`src/rtl/chp_pkg.sv`:
```
// ----------------------------------------------------------------------------
// chp_pkg
// Shared types, codes and character constants of the chat header parser.
// ----------------------------------------------------------------------------
package chp_pkg;

  // default sizes
  localparam int NAME_LEN_DEF    = 4;
  localparam int MAX_CONTENT_DEF = 256;

  // result queue
  localparam int OUT_DEPTH = 8;
  localparam int OUT_AW    = $clog2(OUT_DEPTH);
  localparam int LVL_W     = $clog2(OUT_DEPTH + 1);

  // parse phases
  localparam logic [2:0] PH_SENDER     = 3'd0;
  localparam logic [2:0] PH_SEEK_MARK  = 3'd1;
  localparam logic [2:0] PH_DEST_FIRST = 3'd2;
  localparam logic [2:0] PH_DEST       = 3'd3;
  localparam logic [2:0] PH_SEEK_COLON = 3'd4;
  localparam logic [2:0] PH_COUNTER    = 3'd5;
  localparam logic [2:0] PH_TTL        = 3'd6;
  localparam logic [2:0] PH_CONTENT    = 3'd7;

  // status codes
  localparam logic [2:0] ST_OK      = 3'd0;
  localparam logic [2:0] ST_SENDER  = 3'd1;
  localparam logic [2:0] ST_MARKER  = 3'd2;
  localparam logic [2:0] ST_GROUPBC = 3'd3;
  localparam logic [2:0] ST_DEST    = 3'd4;
  localparam logic [2:0] ST_COUNTER = 3'd5;
  localparam logic [2:0] ST_TTL     = 3'd6;
  localparam logic [2:0] ST_LENGTH  = 3'd7;

  // destination kinds
  localparam logic [1:0] KIND_BCAST   = 2'd0;
  localparam logic [1:0] KIND_CONTACT = 2'd1;
  localparam logic [1:0] KIND_GROUP   = 2'd2;

  // result item kinds
  localparam logic ITEM_CONTENT = 1'b0;
  localparam logic ITEM_HEADER  = 1'b1;

  // number scan stages
  localparam logic [1:0] NS_START  = 2'd0;
  localparam logic [1:0] NS_SIGN   = 2'd1;
  localparam logic [1:0] NS_DIGITS = 2'd2;
  localparam logic [1:0] NS_DONE   = 2'd3;

  // characters
  localparam logic [7:0] CH_NUL   = 8'h00;
  localparam logic [7:0] CH_TAB   = 8'h09;
  localparam logic [7:0] CH_CR    = 8'h0D;
  localparam logic [7:0] CH_SPACE = 8'h20;
  localparam logic [7:0] CH_HASH  = 8'h23;
  localparam logic [7:0] CH_STAR  = 8'h2A;
  localparam logic [7:0] CH_PLUS  = 8'h2B;
  localparam logic [7:0] CH_COMMA = 8'h2C;
  localparam logic [7:0] CH_MINUS = 8'h2D;
  localparam logic [7:0] CH_ZERO  = 8'h30;
  localparam logic [7:0] CH_NINE  = 8'h39;
  localparam logic [7:0] CH_COLON = 8'h3A;
  localparam logic [7:0] CH_AT    = 8'h40;

  // number limits
  localparam logic [5:0]  TEXT_MAX = 6'd31;
  localparam logic [19:0] TTL_SAT  = 20'd65536;

  // one result item
  typedef struct packed {
    logic        item_kind;
    logic [7:0]  content_char;
    logic [2:0]  status;
    logic [1:0]  dest_kind;
    logic [31:0] sender_name;
    logic [31:0] dest_name;
    logic [31:0] msg_counter;
    logic        ttl_present;
    logic [15:0] ttl_value;
    logic [8:0]  content_length;
    logic        run_end;
  } chp_result_t;

  // results produced by one byte, r0 first
  typedef struct packed {
    logic [1:0]  cnt;
    chp_result_t r0;
    chp_result_t r1;
  } chp_push_t;

endpackage

```
`src/rtl/chp_if.sv`:
```
// ----------------------------------------------------------------------------
// chp_if
// Valid/ready channels of the chat header parser: byte input and results.
// ----------------------------------------------------------------------------
interface chp_in_if;
  logic       valid;
  logic       ready;
  logic [7:0] data_byte;
  logic       last_byte;

  modport source (output valid, output data_byte, output last_byte, input ready);
  modport sink   (input valid, input data_byte, input last_byte, output ready);
endinterface

interface chp_out_if;
  logic        valid;
  logic        ready;
  logic        item_kind;
  logic [7:0]  content_char;
  logic [2:0]  status;
  logic [1:0]  dest_kind;
  logic [31:0] sender_name;
  logic [31:0] dest_name;
  logic [31:0] msg_counter;
  logic        ttl_present;
  logic [15:0] ttl_value;
  logic [8:0]  content_length;
  logic        run_end;

  modport source (
    output valid, input ready,
    output item_kind, output content_char, output status, output dest_kind,
    output sender_name, output dest_name, output msg_counter,
    output ttl_present, output ttl_value, output content_length, output run_end
  );
  modport sink (
    input valid, output ready,
    input item_kind, input content_char, input status, input dest_kind,
    input sender_name, input dest_name, input msg_counter,
    input ttl_present, input ttl_value, input content_length, input run_end
  );
endinterface

```
`src/rtl/chat_header_parser.sv`:
```
// ----------------------------------------------------------------------------
// chat_header_parser
// Chat frame header parser: bytes in, content bytes and one header out.
// ----------------------------------------------------------------------------
// Usage
//   in_bus  takes one frame byte per transfer; last_byte marks the frame end.
//   out_bus gives one result per transfer: content bytes (item_kind 0) as the
//   content is seen, then one header (item_kind 1) on the last byte.
//   A byte is registered on transfer and parsed the next cycle; its results
//   are written into an 8-entry queue, and the first result can be taken
//   once it is written there. One byte per cycle is sustained while
//   in_bus.ready stays high; a last byte inside the content yields two
//   results, and the queue drains them at one per cycle, set by the single result port.
//   When the receiver stalls, results wait in the queue; in_bus.ready drops
//   once fewer than two free entries remain behind the byte held in the
//   input register, so nothing is lost.
//   Reset (rst_n low, synchronous) empties the queue and returns the parser
//   to the start of a frame.
// ----------------------------------------------------------------------------
module chat_header_parser #(
  parameter int NAME_LEN    = chp_pkg::NAME_LEN_DEF,
  parameter int MAX_CONTENT = chp_pkg::MAX_CONTENT_DEF
) (
  input  logic       clk,
  input  logic       rst_n,
  chp_in_if.sink     in_bus,
  chp_out_if.source  out_bus
);
  import chp_pkg::*;

  chp_push_t         push;
  logic [LVL_W-1:0]  fifo_level;

  // parser with its input register
  chp_parser #(
    .NAME_LEN    (NAME_LEN),
    .MAX_CONTENT (MAX_CONTENT)
  ) u_parser (
    .clk        (clk),
    .rst_n      (rst_n),
    .in_bus     (in_bus),
    .fifo_level (fifo_level),
    .push       (push)
  );

  // result queue
  chp_out_fifo u_out_fifo (
    .clk        (clk),
    .rst_n      (rst_n),
    .push       (push),
    .fifo_level (fifo_level),
    .out_bus    (out_bus)
  );

endmodule

```
`src/rtl/chp_parser.sv`:
```
// ----------------------------------------------------------------------------
// chp_parser
// Input register and frame parser: one byte per cycle while ready, up to two results.
// ----------------------------------------------------------------------------
module chp_parser #(
  parameter int NAME_LEN    = chp_pkg::NAME_LEN_DEF,
  parameter int MAX_CONTENT = chp_pkg::MAX_CONTENT_DEF
) (
  input  logic                       clk,
  input  logic                       rst_n,
  chp_in_if.sink                     in_bus,
  input  logic [chp_pkg::LVL_W-1:0]  fifo_level,
  output chp_pkg::chp_push_t         push
);
  import chp_pkg::*;

  localparam int         CW        = $clog2(MAX_CONTENT + 1);
  localparam logic [8:0] MAX_LEN9  = 9'(MAX_CONTENT % 512);

  typedef struct packed {
    logic [1:0] stage;
    logic       neg;
    logic       take;
    logic [3:0] digit;
  } num_t;

  // one step of the number scanner
  function automatic num_t num_char(input logic [7:0] b, input logic [1:0] st,
                                    input logic neg);
    num_t r;
    logic dig;
    logic sp;
    r.stage = st;
    r.neg   = neg;
    r.take  = 1'b0;
    r.digit = 4'd0;
    dig = (b >= CH_ZERO) && (b <= CH_NINE);
    sp  = (b == CH_SPACE) || ((b >= CH_TAB) && (b <= CH_CR));
    if ((st == NS_START) && sp) begin
      r.stage = st;
    end else if ((st == NS_START) && (b == CH_PLUS)) begin
      r.stage = NS_SIGN;
    end else if ((st == NS_START) && (b == CH_MINUS)) begin
      r.neg   = 1'b1;
      r.stage = NS_SIGN;
    end else if ((st != NS_DONE) && dig) begin
      r.stage = NS_DIGITS;
      r.take  = 1'b1;
      r.digit = b[3:0];
    end else begin
      r.stage = NS_DONE;
    end
    return r;
  endfunction

  // input register
  logic       pend_r;
  logic [7:0] byte_r;
  logic       last_r;

  // frame state
  logic [2:0]    phase_r, phase_nxt;
  logic [5:0]    cc_r, cc_nxt;
  logic [31:0]   snd_r, snd_nxt;
  logic [31:0]   dst_r, dst_nxt;
  logic [1:0]    kind_r, kind_nxt;
  logic [31:0]   ctr_r, ctr_nxt;
  logic          cneg_r, cneg_nxt;
  logic [16:0]   ttl_r, ttl_nxt;
  logic          tflag_r, tflag_nxt;
  logic          tneg_r, tneg_nxt;
  logic [1:0]    ns_r, ns_nxt;
  logic [CW-1:0] cnt_r, cnt_nxt;
  logic [2:0]    err_r, err_nxt;

  logic          accept;
  logic [31:0]   name_bits;
  logic          name_full;
  num_t          num;
  logic [19:0]   ttl_mul;
  logic          ttl_ok;
  logic [2:0]    st;
  logic [10:0]   cnt_wide;
  chp_result_t   content_res;
  chp_result_t   header_res;
  logic          emit_content;

  // room for two more results behind the byte already held
  assign in_bus.ready = ({1'b0, fifo_level} + (pend_r ? (LVL_W+1)'(2) : '0))
                        <= (LVL_W+1)'(OUT_DEPTH - 2);
  assign accept = in_bus.valid && in_bus.ready;

  always_ff @(posedge clk) begin
    if (!rst_n) begin
      pend_r <= 1'b0;
    end else begin
      pend_r <= accept;
    end
    if (accept) begin
      byte_r <= in_bus.data_byte;
      last_r <= in_bus.last_byte;
    end
  end

  // name character helpers
  assign name_bits = 32'(byte_r) << {cc_r[1:0], 3'b000};
  assign name_full = (7'(cc_r) + 7'd1) >= 7'(NAME_LEN);
  assign ttl_mul   = ({3'b000, ttl_r} << 3) + ({3'b000, ttl_r} << 1) + 20'(num.digit);

  // parse step and result build
  always_comb begin
    phase_nxt    = phase_r;
    cc_nxt       = cc_r;
    snd_nxt      = snd_r;
    dst_nxt      = dst_r;
    kind_nxt     = kind_r;
    ctr_nxt      = ctr_r;
    cneg_nxt     = cneg_r;
    ttl_nxt      = ttl_r;
    tflag_nxt    = tflag_r;
    tneg_nxt     = tneg_r;
    ns_nxt       = ns_r;
    cnt_nxt      = cnt_r;
    err_nxt      = err_r;
    emit_content = 1'b0;
    num          = num_char(byte_r, ns_r, (phase_r == PH_TTL) ? tneg_r : cneg_r);
    ttl_ok       = 1'b0;
    st           = ST_OK;
    cnt_wide     = '0;
    content_res  = '0;
    header_res   = '0;
    push         = '0;

    if (pend_r) begin
      if (err_r == ST_OK) begin
        unique case (phase_r) inside
          PH_SENDER: begin
            if ((byte_r == CH_AT) || (byte_r == CH_HASH)) begin
              err_nxt = ST_SENDER;
            end else if (byte_r == CH_NUL) begin
              err_nxt = ST_SENDER;
            end else begin
              snd_nxt = snd_r | name_bits;
              cc_nxt  = cc_r + 6'd1;
              if (name_full) phase_nxt = PH_SEEK_MARK;
            end
          end
          PH_SEEK_MARK: begin
            if (byte_r == CH_AT) begin
              kind_nxt  = KIND_CONTACT;
              phase_nxt = PH_DEST_FIRST;
              cc_nxt    = '0;
            end else if (byte_r == CH_HASH) begin
              kind_nxt  = KIND_GROUP;
              phase_nxt = PH_DEST_FIRST;
              cc_nxt    = '0;
            end
          end
          PH_DEST_FIRST, PH_DEST: begin
            if ((phase_r == PH_DEST_FIRST) && (byte_r == CH_STAR)) begin
              if (kind_r == KIND_GROUP) begin
                err_nxt = ST_GROUPBC;
              end else begin
                kind_nxt  = KIND_BCAST;
                dst_nxt   = 32'(CH_STAR);
                phase_nxt = PH_SEEK_COLON;
              end
            end else begin
              phase_nxt = PH_DEST;
              if ((byte_r == CH_COLON) || (byte_r == CH_NUL)) begin
                err_nxt = ST_DEST;
              end else begin
                dst_nxt = dst_r | name_bits;
                cc_nxt  = cc_r + 6'd1;
                if (name_full) phase_nxt = PH_SEEK_COLON;
              end
            end
          end
          PH_SEEK_COLON: begin
            if (byte_r == CH_COLON) begin
              phase_nxt = PH_COUNTER;
              cc_nxt    = '0;
              ns_nxt    = NS_START;
            end
          end
          PH_COUNTER: begin
            if (byte_r == CH_COLON) begin
              phase_nxt = PH_CONTENT;
            end else if (byte_r == CH_COMMA) begin
              phase_nxt = PH_TTL;
              tflag_nxt = 1'b1;
              cc_nxt    = '0;
              ns_nxt    = NS_START;
            end else if (cc_r >= TEXT_MAX) begin
              err_nxt = ST_COUNTER;
            end else begin
              cc_nxt   = cc_r + 6'd1;
              ns_nxt   = num.stage;
              cneg_nxt = num.neg;
              if (num.take) begin
                ctr_nxt = (ctr_r << 3) + (ctr_r << 1) + 32'(num.digit);
              end
            end
          end
          PH_TTL: begin
            if (byte_r == CH_COLON) begin
              if (ttl_r[16] || (tneg_r && (ttl_r != '0))) err_nxt = ST_TTL;
              else phase_nxt = PH_CONTENT;
            end else if (cc_r >= TEXT_MAX) begin
              err_nxt = ST_TTL;
            end else begin
              cc_nxt   = cc_r + 6'd1;
              ns_nxt   = num.stage;
              tneg_nxt = num.neg;
              if (num.take && !ttl_r[16]) begin
                ttl_nxt = (ttl_mul > TTL_SAT) ? 17'(TTL_SAT) : ttl_mul[16:0];
              end
            end
          end
          default: begin
            // content phase
            if (cnt_r >= CW'(MAX_CONTENT)) begin
              err_nxt = ST_LENGTH;
            end else begin
              emit_content = 1'b1;
              cnt_nxt      = cnt_r + CW'(1);
            end
          end
        endcase
      end

      // content transfer result
      content_res.item_kind    = ITEM_CONTENT;
      content_res.content_char = byte_r;
      content_res.run_end      = !last_r;

      // header at frame end, from the updated state
      ttl_ok = !ttl_nxt[16] && !(tneg_nxt && (ttl_nxt != '0));
      if (err_nxt != ST_OK) begin
        st = err_nxt;
      end else begin
        unique case (phase_nxt)
          PH_SENDER:     st = ST_SENDER;
          PH_SEEK_MARK:  st = ST_MARKER;
          PH_DEST_FIRST: st = ST_DEST;
          PH_DEST:       st = ST_DEST;
          PH_SEEK_COLON: st = ST_COUNTER;
          PH_COUNTER:    st = ST_COUNTER;
          PH_TTL:        st = ttl_ok ? ST_LENGTH : ST_TTL;
          default:       st = ST_OK;
        endcase
      end
      cnt_wide              = 11'(cnt_nxt);
      header_res.item_kind  = ITEM_HEADER;
      header_res.status     = st;
      header_res.run_end    = 1'b1;
      if (st == ST_OK) begin
        header_res.dest_kind      = kind_nxt;
        header_res.sender_name    = snd_nxt;
        header_res.dest_name      = dst_nxt;
        header_res.msg_counter    = cneg_nxt ? (32'd0 - ctr_nxt) : ctr_nxt;
        header_res.ttl_present    = tflag_nxt;
        header_res.ttl_value      = (tflag_nxt && !tneg_nxt) ? ttl_nxt[15:0] : 16'd0;
        header_res.content_length = cnt_wide[8:0];
      end else if (st == ST_LENGTH) begin
        header_res.content_length = MAX_LEN9;
      end

      // results handed to the queue
      if (emit_content && last_r) begin
        push.cnt = 2'd2;
        push.r0  = content_res;
        push.r1  = header_res;
      end else if (emit_content) begin
        push.cnt = 2'd1;
        push.r0  = content_res;
      end else if (last_r) begin
        push.cnt = 2'd1;
        push.r0  = header_res;
      end

      // back to the start for the next frame
      if (last_r) begin
        phase_nxt = PH_SENDER;
        cc_nxt    = '0;
        snd_nxt   = '0;
        dst_nxt   = '0;
        kind_nxt  = KIND_BCAST;
        ctr_nxt   = '0;
        cneg_nxt  = 1'b0;
        ttl_nxt   = '0;
        tflag_nxt = 1'b0;
        tneg_nxt  = 1'b0;
        ns_nxt    = NS_START;
        cnt_nxt   = '0;
        err_nxt   = ST_OK;
      end
    end
  end

  // frame state registers
  always_ff @(posedge clk) begin
    if (!rst_n) begin
      phase_r <= PH_SENDER;
      cc_r    <= '0;
      snd_r   <= '0;
      dst_r   <= '0;
      kind_r  <= KIND_BCAST;
      ctr_r   <= '0;
      cneg_r  <= 1'b0;
      ttl_r   <= '0;
      tflag_r <= 1'b0;
      tneg_r  <= 1'b0;
      ns_r    <= NS_START;
      cnt_r   <= '0;
      err_r   <= ST_OK;
    end else begin
      phase_r <= phase_nxt;
      cc_r    <= cc_nxt;
      snd_r   <= snd_nxt;
      dst_r   <= dst_nxt;
      kind_r  <= kind_nxt;
      ctr_r   <= ctr_nxt;
      cneg_r  <= cneg_nxt;
      ttl_r   <= ttl_nxt;
      tflag_r <= tflag_nxt;
      tneg_r  <= tneg_nxt;
      ns_r    <= ns_nxt;
      cnt_r   <= cnt_nxt;
      err_r   <= err_nxt;
    end
  end

endmodule

```
`src/rtl/chp_out_fifo.sv`:
```
// ----------------------------------------------------------------------------
// chp_out_fifo
// Result queue: takes up to two results a cycle, hands one per transfer.
// ----------------------------------------------------------------------------
module chp_out_fifo (
  input  logic                       clk,
  input  logic                       rst_n,
  input  chp_pkg::chp_push_t         push,
  output logic [chp_pkg::LVL_W-1:0]  fifo_level,
  chp_out_if.source                  out_bus
);
  import chp_pkg::*;

  chp_result_t        mem [OUT_DEPTH];
  logic [OUT_AW-1:0]  wp_r, wp_nxt;
  logic [OUT_AW-1:0]  rp_r, rp_nxt;
  logic [LVL_W-1:0]   level_r, level_nxt;
  logic               pop;
  logic [OUT_AW-1:0]  wp_plus1;
  chp_result_t        head;

  assign pop      = out_bus.valid && out_bus.ready;
  assign wp_plus1 = wp_r + OUT_AW'(1);

  // pointer and fill level update
  always_comb begin
    wp_nxt    = wp_r + OUT_AW'(push.cnt);
    rp_nxt    = pop ? (rp_r + OUT_AW'(1)) : rp_r;
    level_nxt = level_r + LVL_W'(push.cnt) - LVL_W'(pop);
  end

  always_ff @(posedge clk) begin
    if (!rst_n) begin
      wp_r    <= '0;
      rp_r    <= '0;
      level_r <= '0;
    end else begin
      wp_r    <= wp_nxt;
      rp_r    <= rp_nxt;
      level_r <= level_nxt;
    end
  end

  // storage write
  always_ff @(posedge clk) begin
    if (push.cnt != 2'd0) mem[wp_r]     <= push.r0;
    if (push.cnt == 2'd2) mem[wp_plus1] <= push.r1;
  end

  assign fifo_level = level_r;
  assign head       = mem[rp_r];

  // head of queue onto the result channel
  assign out_bus.valid          = (level_r != '0);
  assign out_bus.item_kind      = head.item_kind;
  assign out_bus.content_char   = head.content_char;
  assign out_bus.status         = head.status;
  assign out_bus.dest_kind      = head.dest_kind;
  assign out_bus.sender_name    = head.sender_name;
  assign out_bus.dest_name      = head.dest_name;
  assign out_bus.msg_counter    = head.msg_counter;
  assign out_bus.ttl_present    = head.ttl_present;
  assign out_bus.ttl_value      = head.ttl_value;
  assign out_bus.content_length = head.content_length;
  assign out_bus.run_end        = head.run_end;

endmodule
```
`src/flat_wrapper.sv`:
```
// flat-port wrapper written by rule: the top's interface ports become plain ports
module chat_header_parser_flat import chp_pkg::*;
#(
  parameter int NAME_LEN    = chp_pkg::NAME_LEN_DEF,
  parameter int MAX_CONTENT = chp_pkg::MAX_CONTENT_DEF
)
  (clk, rst_n, in_bus_valid, in_bus_data_byte, in_bus_last_byte, in_bus_ready, out_bus_valid, out_bus_ready, out_bus_item_kind, out_bus_content_char, out_bus_status, out_bus_dest_kind, out_bus_sender_name, out_bus_dest_name, out_bus_msg_counter, out_bus_ttl_present, out_bus_ttl_value, out_bus_content_length, out_bus_run_end);
  chp_in_if in_bus_i ();
  chp_out_if out_bus_i ();
  input  logic clk;
  input  logic rst_n;
  input wire logic [$bits(in_bus_i.valid)-1:0] in_bus_valid;
  input wire logic [$bits(in_bus_i.data_byte)-1:0] in_bus_data_byte;
  input wire logic [$bits(in_bus_i.last_byte)-1:0] in_bus_last_byte;
  output wire logic [$bits(in_bus_i.ready)-1:0] in_bus_ready;
  output wire logic [$bits(out_bus_i.valid)-1:0] out_bus_valid;
  input wire logic [$bits(out_bus_i.ready)-1:0] out_bus_ready;
  output wire logic [$bits(out_bus_i.item_kind)-1:0] out_bus_item_kind;
  output wire logic [$bits(out_bus_i.content_char)-1:0] out_bus_content_char;
  output wire logic [$bits(out_bus_i.status)-1:0] out_bus_status;
  output wire logic [$bits(out_bus_i.dest_kind)-1:0] out_bus_dest_kind;
  output wire logic [$bits(out_bus_i.sender_name)-1:0] out_bus_sender_name;
  output wire logic [$bits(out_bus_i.dest_name)-1:0] out_bus_dest_name;
  output wire logic [$bits(out_bus_i.msg_counter)-1:0] out_bus_msg_counter;
  output wire logic [$bits(out_bus_i.ttl_present)-1:0] out_bus_ttl_present;
  output wire logic [$bits(out_bus_i.ttl_value)-1:0] out_bus_ttl_value;
  output wire logic [$bits(out_bus_i.content_length)-1:0] out_bus_content_length;
  output wire logic [$bits(out_bus_i.run_end)-1:0] out_bus_run_end;
  assign in_bus_i.valid = in_bus_valid;
  assign in_bus_i.data_byte = in_bus_data_byte;
  assign in_bus_i.last_byte = in_bus_last_byte;
  assign in_bus_ready = in_bus_i.ready;
  assign out_bus_valid = out_bus_i.valid;
  assign out_bus_i.ready = out_bus_ready;
  assign out_bus_item_kind = out_bus_i.item_kind;
  assign out_bus_content_char = out_bus_i.content_char;
  assign out_bus_status = out_bus_i.status;
  assign out_bus_dest_kind = out_bus_i.dest_kind;
  assign out_bus_sender_name = out_bus_i.sender_name;
  assign out_bus_dest_name = out_bus_i.dest_name;
  assign out_bus_msg_counter = out_bus_i.msg_counter;
  assign out_bus_ttl_present = out_bus_i.ttl_present;
  assign out_bus_ttl_value = out_bus_i.ttl_value;
  assign out_bus_content_length = out_bus_i.content_length;
  assign out_bus_run_end = out_bus_i.run_end;
  chat_header_parser #(.NAME_LEN(NAME_LEN), .MAX_CONTENT(MAX_CONTENT)) u_core (.clk(clk), .rst_n(rst_n), .in_bus(in_bus_i), .out_bus(out_bus_i));
endmodule
```
`config.mk`:
```
export PLATFORM = sky130hd
export DESIGN_NAME = chat_header_parser_flat
export DESIGN_NICKNAME = d
export VERILOG_FILES = /design/src/rtl/chp_pkg.sv /design/src/rtl/chp_if.sv /design/src/rtl/chat_header_parser.sv /design/src/rtl/chp_parser.sv /design/src/rtl/chp_out_fifo.sv /design/src/flat_wrapper.sv
export SDC_FILE = /design/constraint.sdc
export NUM_CORES = 2
export LEC_CHECK = 0
export BUFFER_PORTS_ARGS = -buffer_cell sky130_fd_sc_hd__buf_2
export CORE_ASPECT_RATIO = 0.8
export CORE_MARGIN = 2
export CORE_UTILIZATION = 45
export CTS_CLUSTER_SIZE = 24
export DETAILED_ROUTE_END_ITERATION = 10
export HOLD_SLACK_MARGIN = 0.06
export SLEW_MARGIN = 0
export SYNTH_ARGS = -nofsm -noshare
export SYNTH_HDL_FRONTEND = slang
export SYNTH_SLANG_ARGS = --single-unit
```
`constraint.sdc`:
```
create_clock -name clk -period 13.5 [get_ports clk]
set_input_delay 1.35 -clock clk [delete_from_list [all_inputs] [get_ports clk]]
set_output_delay 1.35 -clock clk [all_outputs]
set_load 0.005 [all_outputs]
```
==> metrics <==
status finished, final reports clean; Leakage Power 19.4 nW; ratio of cells with drive above 1 in the final layout 18.2%; relative slew slack 16.5%; Mapped Avg Cell Area 12.8 um2; share of power burned in combinational logic 15.7%; routed wire length per instance 25.4 um; GRT Residual Overflow 0; Core Region 129,000 um2; Crit-path slowest cell sky130_fd_sc_hd__buf_4; portion of total power attributed to the clock network 39.0%; remaining number of nets flagged by the antenna check after routing 0; Clk Latency, worst-skew pair 0.78 ns; H-tree level count 4; count of vias placed by the detailed router 38,100; synth unique cells 93; count of standard-cell rows 118; Inserted Clock Buffers 134; cells traversed along the worst timing path and4bb_2, and3_1, and2_1, fa_1, ha_1, a211oi_1, o21ai_0, and3_1, or2_2, o311ai_0, nor4bb_1, nor2_1, o21ai_1, a21oi_4, nand2_4, buf_4, nor2_1; Internal Power 7.00 mW; largest net degree at the start of global routing 131; count of endpoints failing hold in the final timing report 0; Die Y 326 um; VDD IR max 0.130 mV; Post-Syn Instances 4,558; CTS-repair resized insts 0; share of the cycle needed by the critical path after routing 56.3%; floorplan die width 407 um; maximum clock skew at final layout 0.0281 ns; type of the worst setup path register to register; actual slew at the worst max-slew pin 1.25 ns; hold buffer count at CTS 0; Seq/Total Area, Yosys 61.0%; final count of pins violating max slew 0; number of violations of the max-capacitance limit 0; total iterations of the first detailed-routing run 6; clock transition at the register clock pins on the worst setup and hold paths after CTS 0.06 ns; DRC 0; detail-routed via count per cell 5.89; unrepaired setup endpoints after global routing false; RePlAce Congestion 0.907; most frequently used flop master after synthesis sky130_fd_sc_hd__edfxtp_1; post-synthesis async set-or-reset flop share 0%; I/O pins 152; crit path DAT 8.07 ns; CTS root buffer sky130_fd_sc_hd__clkbuf_16; summed negative setup slack over all endpoints 0 ns; Flop pwr share 45.3%; Switching Power 2.46 mW; power consumption 9.46 mW; Clock Path Buffers 3; Routed WL 164,000 um; number of flops mapped to enable cells by yosys 1,041; fin nets 4,746; total half-perimeter wirelength after legalization and detailed placement 94,700 um; Initial DRC Count 4,073; post-synth design cell area 58,400 um2; vias in the first global route 37,400; # setup viols final 0; Critical Path Start Type register; initial core utilization 45.2%; crit-path max cell delay 0.86 ns; number of synthesis warnings 0; Power per Cell Area 145 nW/um2; class of the worst hold path register to register; total buffers and inverters traversed by the critical path 1; Synth-to-Final Area Change 11.3%; CTS sink count 1,260; number of antenna violations at the first check in global routing 6; CTS tree yes; commonest cells after routing, fill and taps aside sky130_fd_sc_hd__nor2_1, sky130_fd_sc_hd__edfxtp_1, sky130_fd_sc_hd__mux4_2, sky130_fd_sc_hd__dfxtp_1, sky130_fd_sc_hd__nand2_1; Total Die Area 133,000 um2; kind of capture point of the worst setup path register; highest achievable clock rate 0.132 GHz; synthesized flop and latch total 1,260; most common library cell in the layout ignoring fill and taps sky130_fd_sc_hd__nor2_1; Worst path top cell family by delay simple AND/OR/NAND/NOR gates; setup bufs post-CTS 0; final critical-path required period 7.60 ns; overall routing resource usage 24.7%; switching share of total power 26.0%; largest fanout of any net on the critical path 57; first-pass GRT wire length 244,000 um; Required @ worst endpoint 13.97 ns; quantity of I/O buffers inserted on ports 151; Mapped Nets 4,686
==> per-stage QoR <==
stage          util, %  setup slack (ns)  hold slack [ns]  instances  cell area [um2]
4_1_cts           50.4              6.02            0.451       6468            65100
3_3_place_gp      47.0              6.24            0.429       6222            60700
5_1_grt           50.4              5.61            0.473       6468            65100
3_5_place_dp      47.0              6.05            0.437       6222            60700
2_1_floorplan        -              7.63            0.420       4558            58400
6_report          50.4              5.90            0.451       6469            65100
==> final cells by class <==
cell class | instances | area [um2]
Antenna cell | 1 | 2.50
Tap cell | 1740 | 2180
Timing Repair Buffer | 208 | 1210
Clock inverter | 66 | 703
Clock buffer | 180 | 3660
Sequential cell | 1260 | 35700
Inverter | 110 | 453
Multi-Input combinational cell | 2904 | 21200
Fill cell | 11300 | 64100
==> metal layers <==
metal	routed length, um	track usage (%)
met1	72200	36.3
met4	4030	7.09
met3	15400	6.48
met5	0	0
met2	72500	36.3
==> final timing paths <==
path                                 startpoint                       endpoint  depth (start not counted)  slack [ns]
setup / recovery      u_core.u_parser.byte_r[7]   u_core.u_out_fifo.mem[2][68]                         17        5.90
hold reg to reg   u_core.u_out_fifo.mem[3][131]  u_core.u_out_fifo.mem[3][131]                          2        0.45
setup reg to reg      u_core.u_parser.byte_r[7]   u_core.u_out_fifo.mem[2][68]                         17        5.90
hold / removal    u_core.u_out_fifo.mem[3][131]  u_core.u_out_fifo.mem[3][131]                          2        0.45
==> registers in the layout, indices dropped and copies added, names as in the netlist, 6 cells and up, named ones only <==
signal	flops
u_core.u_out_fifo.mem	1096
u_core.u_parser.ctr_r	32
u_core.u_parser.dst_r	32
u_core.u_parser.snd_r	32
u_core.u_parser.ttl_r	17
u_core.u_parser.cnt_r	9
u_core.u_parser.byte_r	8
u_core.u_parser.cc_r	6
==> synth_stat cells (84+ instances only) <==
library cell,n,area (um2)
sky130_fd_sc_hd__nand2_1,200,751
sky130_fd_sc_hd__a21oi_1,116,581
sky130_fd_sc_hd__o21ai_0,146,731
sky130_fd_sc_hd__dfxtp_1,219,4380
sky130_fd_sc_hd__mux2_2,138,1550
sky130_fd_sc_hd__and2_1,99,619
sky130_fd_sc_hd__ha_1,109,1360
sky130_fd_sc_hd__o22ai_1,84,526
sky130_fd_sc_hd__nor2_1,1130,4240
sky130_fd_sc_hd__edfxtp_1,1041,31300
sky130_fd_sc_hd__inv_1,108,405
sky130_fd_sc_hd__clkbuf_1,187,702
sky130_fd_sc_hd__mux4_2,274,6170
==> worst reg2reg max path, cell delays in order (launching register included) <==
cell	delay [ns]
sky130_fd_sc_hd__edfxtp_1	0.77
sky130_fd_sc_hd__and4bb_2	0.51
sky130_fd_sc_hd__and3_1	0.45
sky130_fd_sc_hd__and2_1	0.27
sky130_fd_sc_hd__fa_1	0.46
sky130_fd_sc_hd__ha_1	0.31
sky130_fd_sc_hd__a211oi_1	0.33
sky130_fd_sc_hd__o21ai_0	0.18
sky130_fd_sc_hd__and3_1	0.26
sky130_fd_sc_hd__or2_2	0.29
sky130_fd_sc_hd__o311ai_0	0.48
sky130_fd_sc_hd__nor4bb_1	0.41
sky130_fd_sc_hd__nor2_1	0.12
sky130_fd_sc_hd__o21ai_1	0.40
sky130_fd_sc_hd__a21oi_4	0.19
sky130_fd_sc_hd__nand2_4	0.82
sky130_fd_sc_hd__buf_4	0.88
sky130_fd_sc_hd__nor2_1	0.17
==> kinds of logic after synthesis <==
kind of cell	after synthesis	synth area share (%)
compound gates	576	6.31
xor+xnor	76	1.18
fa+ha+maj	115	2.54
buf+inv	394	2.74
flops	1260	61.0
mux	431	13.5
simple gates	1706	12.7
==> power groups by stage <==
| stage | logic (mW) | clock network [mW] | registers, mW |
|---|---|---|---|
| after floorplan | 1.01 | 0 | 4.31 |
| after global placement | 1.52 | 0 | 4.36 |
| after detailed placement | 1.52 | 0 | 4.37 |
| after CTS | 1.52 | 3.74 | 4.28 |
| after global routing | 1.60 | 3.88 | 4.29 |
| final | 1.49 | 3.69 | 4.28 |
No activity file was read; power rests on OpenSTA's default activity.
